===== config.mk =====
export PLATFORM = sky130hd
export DESIGN_NAME = hcbp_ctrl
export DESIGN_NICKNAME = d
export VERILOG_FILES = /design/src/hw/rtl/hcbp_pkg.sv /design/src/hw/rtl/hcbp_ctrl.sv
export SDC_FILE = /design/constraint.sdc
export NUM_CORES = 1
export LEC_CHECK = 0
export ABC_AREA = 1
export BUFFER_PORTS_ARGS = -buffer_cell sky130_fd_sc_hd__clkbuf_2
export CAP_MARGIN = 20
export CORE_AREA = 2 2 39 41
export CTS_CLUSTER_DIAMETER = 150
export DETAILED_ROUTE_END_ITERATION = 12
export DIE_AREA = 0 0 41 43
export SYNTH_ARGS = -nofsm -noshare
export SYNTH_HDL_FRONTEND = slang
export SYNTH_SLANG_ARGS = --single-unit

===== constraint.sdc =====
create_clock -name i_clk -period 2.95 [get_ports i_clk]
set_input_delay 0.1475 -clock i_clk [delete_from_list [all_inputs] [get_ports i_clk]]
set_output_delay 0.1475 -clock i_clk [all_outputs]
set_load 0.005 [all_outputs]

===== src/hw/rtl/hcbp_pkg.sv =====
// Shared constants, codes and control structs of the Huffman code bit packer.
`timescale 1ns / 1ps

package hcbp_pkg;

    localparam int SYMBOL_COUNT = 256;
    localparam int MAX_CODE_LEN = 32;
    localparam int BYTE_BITS    = 8;

    localparam int SYM_W   = $clog2(SYMBOL_COUNT);
    localparam int CODE_W  = 32;
    localparam int LEN_W   = 6;
    localparam int CNT_W   = 32;
    localparam int ACT_W   = 2;
    localparam int STAT_W  = 2;
    localparam int PCNT_W  = 3;
    localparam int ACC_W   = CODE_W + BYTE_BITS;
    localparam int ENTRY_W = CODE_W + LEN_W;
    localparam int CFG_IDX_W = 1;

    // Item actions
    localparam logic [ACT_W-1:0] ACT_LOAD   = 2'd0;
    localparam logic [ACT_W-1:0] ACT_ENCODE = 2'd1;
    localparam logic [ACT_W-1:0] ACT_FLUSH  = 2'd2;

    // Status and sticky error codes
    localparam logic [STAT_W-1:0] ST_OK       = 2'd0;
    localparam logic [STAT_W-1:0] ST_NOCODE   = 2'd1;
    localparam logic [STAT_W-1:0] ST_LIMIT    = 2'd2;
    localparam logic [STAT_W-1:0] ST_NOTREADY = 2'd3;

    // Result kinds
    localparam logic KIND_DATA   = 1'b0;
    localparam logic KIND_STATUS = 1'b1;

    // Configuration register indexes
    localparam logic [CFG_IDX_W-1:0] REG_OUTPUT_LIMIT = 1'd0;
    localparam logic [CFG_IDX_W-1:0] REG_TABLE_READY  = 1'd1;

    // Controller to datapath commands
    typedef struct packed {
        logic wr_tbl;     // write table entry from input payload
        logic rd_tbl;     // read table entry at input symbol
        logic set_nr;     // raise table-not-ready error
        logic set_nc;     // raise no-code error
        logic load_w;     // merge looked-up code behind pending bits
        logic emit_byte;  // send top byte of accumulator
        logic limit_err;  // raise limit error, drop pending bits
        logic keep_rem;   // park accumulator remainder as pending bits
        logic flush_chk;  // raise not-ready error at flush if clean
        logic pad_byte;   // send padded partial byte
        logic stat_item;  // send closing status item, clear packer
    } t_cmd;

    // Datapath to controller status
    typedef struct packed {
        logic err_zero;
        logic tbl_ready;
        logic lookup_ok;
        logic wcnt_ge8;
        logic pend_nz;
        logic at_limit;
        logic out_free;
    } t_sts;

endpackage


===== src/hw/rtl/hcbp_ctrl.sv =====
// Controller: sequences table access, byte packing and flush for one item at a time.
`timescale 1ns / 1ps

module hcbp_ctrl (
    input  logic                        i_clk,
    input  logic                        i_rst_n,
    input  logic                        i_in_valid,
    input  logic [hcbp_pkg::ACT_W-1:0]  i_action,
    output logic                        o_in_ready,
    input  hcbp_pkg::t_sts              i_sts,
    output hcbp_pkg::t_cmd              o_cmd
);
    import hcbp_pkg::*;

    localparam logic [2:0] S_IDLE   = 3'd0;
    localparam logic [2:0] S_LOOKUP = 3'd1;
    localparam logic [2:0] S_EMIT   = 3'd2;
    localparam logic [2:0] S_FPAD   = 3'd3;
    localparam logic [2:0] S_STAT   = 3'd4;

    logic [2:0] r_state;
    logic [2:0] n_state;
    logic       acc;

    assign o_in_ready = (r_state == S_IDLE);
    assign acc        = i_in_valid && o_in_ready;

    always_comb begin
        n_state = r_state;
        o_cmd   = '0;
        unique case (r_state)
            S_IDLE: begin
                if (acc) begin
                    unique case (i_action)
                        ACT_LOAD: o_cmd.wr_tbl = 1'b1;
                        ACT_ENCODE: begin
                            if (i_sts.err_zero) begin
                                if (!i_sts.tbl_ready) begin
                                    o_cmd.set_nr = 1'b1;
                                end else begin
                                    o_cmd.rd_tbl = 1'b1;
                                    n_state      = S_LOOKUP;
                                end
                            end
                        end
                        ACT_FLUSH: begin
                            o_cmd.flush_chk = 1'b1;
                            n_state         = S_FPAD;
                        end
                        default: ;
                    endcase
                end
            end
            S_LOOKUP: begin
                if (!i_sts.lookup_ok) begin
                    o_cmd.set_nc = 1'b1;
                    n_state      = S_IDLE;
                end else begin
                    o_cmd.load_w = 1'b1;
                    n_state      = S_EMIT;
                end
            end
            S_EMIT: begin
                if (i_sts.wcnt_ge8) begin
                    if (i_sts.at_limit) begin
                        o_cmd.limit_err = 1'b1;
                        n_state         = S_IDLE;
                    end else if (i_sts.out_free) begin
                        o_cmd.emit_byte = 1'b1;
                    end
                end else begin
                    o_cmd.keep_rem = 1'b1;
                    n_state        = S_IDLE;
                end
            end
            S_FPAD: begin
                if (i_sts.err_zero && i_sts.pend_nz) begin
                    if (i_sts.at_limit) begin
                        o_cmd.limit_err = 1'b1;
                        n_state         = S_STAT;
                    end else if (i_sts.out_free) begin
                        o_cmd.pad_byte = 1'b1;
                        n_state        = S_STAT;
                    end
                end else begin
                    n_state = S_STAT;
                end
            end
            S_STAT: begin
                if (i_sts.out_free) begin
                    o_cmd.stat_item = 1'b1;
                    n_state         = S_IDLE;
                end
            end
            default: n_state = S_IDLE;
        endcase
    end

    always_ff @(posedge i_clk) begin
        if (!i_rst_n) begin
            r_state <= S_IDLE;
        end else begin
            r_state <= n_state;
        end
    end

endmodule


# [After elaboration in Yosys (flattened, before gate mapping)]
# Cells that the tools add are included.
[word_totals] input_bits=12 reg_bits=3 output_inout_bits=12
[op_classes] reduce_logical=5 n_mux=37 eq_ne=13
[op_table] operator="$mux W3" count=11
[op_table] operator="$mux W1" count=18
[op_table] operator="$pmux W3 S5" count=1
[op_table] operator="$mux W2" count=5
[op_table] operator="$ne A3 B3 Y1 const B" count=3
[op_table] operator="$reduce_and A7 Y1" count=1
[op_table] operator="$eq A3 B2 Y1 const B" count=2
[op_table] operator="$pmux W3 S2" count=1
[op_table] operator="$ne A4 B4 Y1 const B" count=1
[op_table] operator="$eq A3 B1 Y1 const B" count=1
[op_table] operator="$eq A3 B3 Y1 const B" count=1
[op_table] operator="$logic_not A3 Y1" count=1
[op_table] operator="$ne A3 B1 Y1 const B" count=1
[op_table] operator="$eq A2 B1 Y1 const B" count=1
[op_table] operator="$eq A2 B2 Y1 const B" count=1
[op_table] operator="$logic_and A1 B1 Y1" count=2
[op_table] operator="$logic_not A2 Y1" count=1
[op_table] operator="$ne A2 B1 Y1 const B" count=1
[op_table] operator="$ne A2 B2 Y1 const B" count=1
[op_table] operator="$pmux W1 S2" count=1

# [Logic depth before layout (Yosys ltp)]
[depth] ltp_word=5 depth_mapped=10 depth_no_buf=10

# [Worst setup path before layout]
# No wires, ideal clock.
[synth_path] path_type="register -> register" startpoint="register r_state[0]" endpoint="register r_state[2]" arrival_time_ps=1003 period_less_slack_ps=1118 required_time_ps=2835 path_slack_ps=1832 path_stages_with_launch=7 path_buffers=0 cell_sequence="dfxtp_1 > nor2_4 > nand2_4 > nor3_2 > nor2_4 > a21oi_1 > nor2_1"
[synth_between] elab_chain_cells=4 word_cells_on_any_way=15
[synth_lines] item="from (decl)" line="hcbp_ctrl.sv:21" source="logic [2:0] r_state;"
[synth_lines] item="from (signal assigned)" line="hcbp_ctrl.sv:103" source="r_state <= n_state;"
[synth_lines] item="$logic_not A3 Y1" line="hcbp_ctrl.sv:25, hcbp_ctrl.sv:31"
[synth_lines] item="$logic_and A1 B1 Y1" line="hcbp_ctrl.sv:26" source="assign acc = i_in_valid && o_in_ready;"
[synth_lines] item="$ne A2 B1 Y1 (no source line)"
[synth_lines] item="$reduce_and A7 Y1 (no source line)"
# Several ways; a longest one is shown, not always the timed one.
# A chain may end at the register's enable or synchronous reset.

==> metrics.csv <==
metric,value,unit
Netlist cell types,17,
die footprint,1760,sq um
"Hold-fix buffers, CTS",0,
leak pwr,0.343,nW
DRT iter0 DRCs,1,
critical path endpoint category,output port,
Max Clk Rate,654,MHz
CTS root buf,clkbuf_4,
wire per inst,8.60,microns
"Seq/Total Area, Yosys",14.1,%
Final Instance Area,587,sq um
Remaining DRCs,0,
clock latency on the worst-skew pair,230,ps
"EDFF count, synth",0,
Fin Hold WS,161,ps
clk slew on worst S/H paths,40,ps
largest net degree at the start of global routing,8,
Max VDD drop,338,uV
largest registers,r_state: 3 flops,
Max clock buf depth,2,
met2 GRT Util,22.8,%
Pwr Density,612,nW/um^2
final worst path period need,1530,ps
Layout area overhead,37.9,%
gr usage total,13.6,%
CP arrival,1380,ps
Die Y,43,microns
max reg flops,3,
ant diodes,0,
commonest cells in the netlist,"nand2_1 (17), nor2_1 (14), inv_1 (12)",
area share of the largest cell type after synthesis,15.0,%
Starting Density,30.7,%
Die Width,41,microns
Synth area leaders,"nand2_1 (15%), dfxtp_1 (14%), nor2_1 (12%)",
final hold violation count,0,
antenna violations before repair,0,
status,finished clean,
fin. max-slew vios,0,
placed cells,116,
GR peak layer,met2,
Mapped Area,425,sq um
Setup crit start kind,flop,
CTS tree,built,
CP required,2800,ps
final setup violation count,0,
Max Cap Viol,0,
Post-Syn Area per Cell,5.52,sq um
CTS sink cnt,3,
Ys Warns,0,
critical-path maximum fanout,6,
synthesized flop and latch total,3,
Setup CP Type,reg -> out,
period utilization,51.8,%
vias,533,
"Net Count, Synth",89,
leading area contributor after synthesis,nand2_1,
RSZ-0062 raised after global routing,no,
CORE AREA,1380,sq um
TNS Setup,0,ps
Rows,14,
met3 usage,0,%
nets@finish,117,
Fin Clk Skew,1.47,ps
Finished Layout Cells,120,
ys flop type,dfxtp_1,
CTS Buf Count,3,
dpl cell area,561,sq um
global routing usage on met1,16.1,%
Slew @ Worst Pin,284,ps
number of buffers added for setup after CTS,0,
cts repair resizes,0,
hpwl dp,889,microns
"count leader, synth",nand2_1,
Slew HR,81.0,%
hold crit path type,in -> reg,
Async SR Flop Fraction,0,%
GR Overflow Total,0,
Top reg by flops,r_state,
routed wire length,1030,microns
Final ANT Viol Nets,0,
# IOs,24,
drt pass-1 iters,2,
GP Congestion,0.852,
H-tree levels,1,
first-pass GRT wire length,1690,microns
IO Port Bufs,23,
Vias/cell,4.44,
layout cell share with drive strength beyond 1,37.5,%
cell count after synthesis,77,
vias in the first global route,478,
==> path summary, 6_finish.rpt <==
check / slack (ps) / from / depth (start not counted) / endpoint
hold reg to reg: 580 / r_state[2]$_SDFFE_PN0P_ / 2 / r_state[2]$_SDFFE_PN0P_
setup reg to reg: 1670 / r_state[1]$_SDFFE_PN0P_ / 7 / r_state[1]$_SDFFE_PN0P_
hold / removal: 160 / i_rst_n / 3 / r_state[0]$_SDFFE_PN0P_
setup / recovery: 1420 / r_state[1]$_SDFFE_PN0P_ / 6 / o_cmd[8]
==> power breakdown <==
part	internal [W]	total (W)	leakage (nW)	switching [W]
combinational	0.0000818	0.000214	0.303	0.000132
sequential	0.0000526	0.0000740	0.0247	0.0000214
clock	0.0000506	0.0000710	0.0150	0.0000203
==> metrics by stage <==
| step | setup WS, ps | utilization, % | power, W |
|---|---|---|---|
| after floorplan | 1830 | - | 0.000233 |
| after global placement | 1700 | 40.5 | 0.000288 |
| after detailed placement | 1650 | 40.5 | 0.000291 |
| after CTS | 1390 | 42.4 | 0.000367 |
| after global routing | 1310 | 42.4 | 0.000397 |
| final | 1420 | 42.4 | 0.000359 |
==> cell usage in the layout, fill, tap and decap left out <==
cell type,synthesis,routed
nand3_1,8,8
nor4_1,2,2
clkbuf_2,0,23
nor2_2,2,2
nand4_1,3,3
nand2_4,2,2
inv_2,1,1
nor2_1,14,14
nor3_2,1,1
nor3_1,1,1
nor2_4,3,3
nand2_2,3,3
dfxtp_1,3,3
clkbuf_4,0,3
a21oi_1,3,3
nand2_1,17,17
o21ai_1,1,1
inv_4,1,1
clkbuf_1,0,1
inv_1,12,12
==> worst max-delay path, cell delays in order, from the launching register on <==
cell and delay (ps):
dfxtp_1 380, nor2_4 170, nand2_4 90, inv_4 80
nand2_1 100, nor4_1 190, clkbuf_2 160
==> layout make-up <==
type                    count  area (sq um)
multi-input cells          60           310
clock buffers               4          26.3
repair buffers             23           115
fillers                   162           797
well taps                  16          20.0
inverters                  14          55.1
flip-flops and latches      3          60.1
==> kinds of logic (layout without fill, tap and decap cells) <==
family                 after synthesis  after routing  share of synthesized area (%)
DFF                                  3              3                           14.1
and+or+nand+nor                     56             56                           68.2
AOI/OAI and AO/OA                    4              4                           4.70
buffers and inverters               14             41                           12.9
==> routing by layer <==
layer	up-vias	routed length [microns]
met5	-	0
met4	0	0
met3	0	52
met2	12	512
met1	221	466
li1	300	-
No activity file was read; power rests on OpenSTA's default activity.
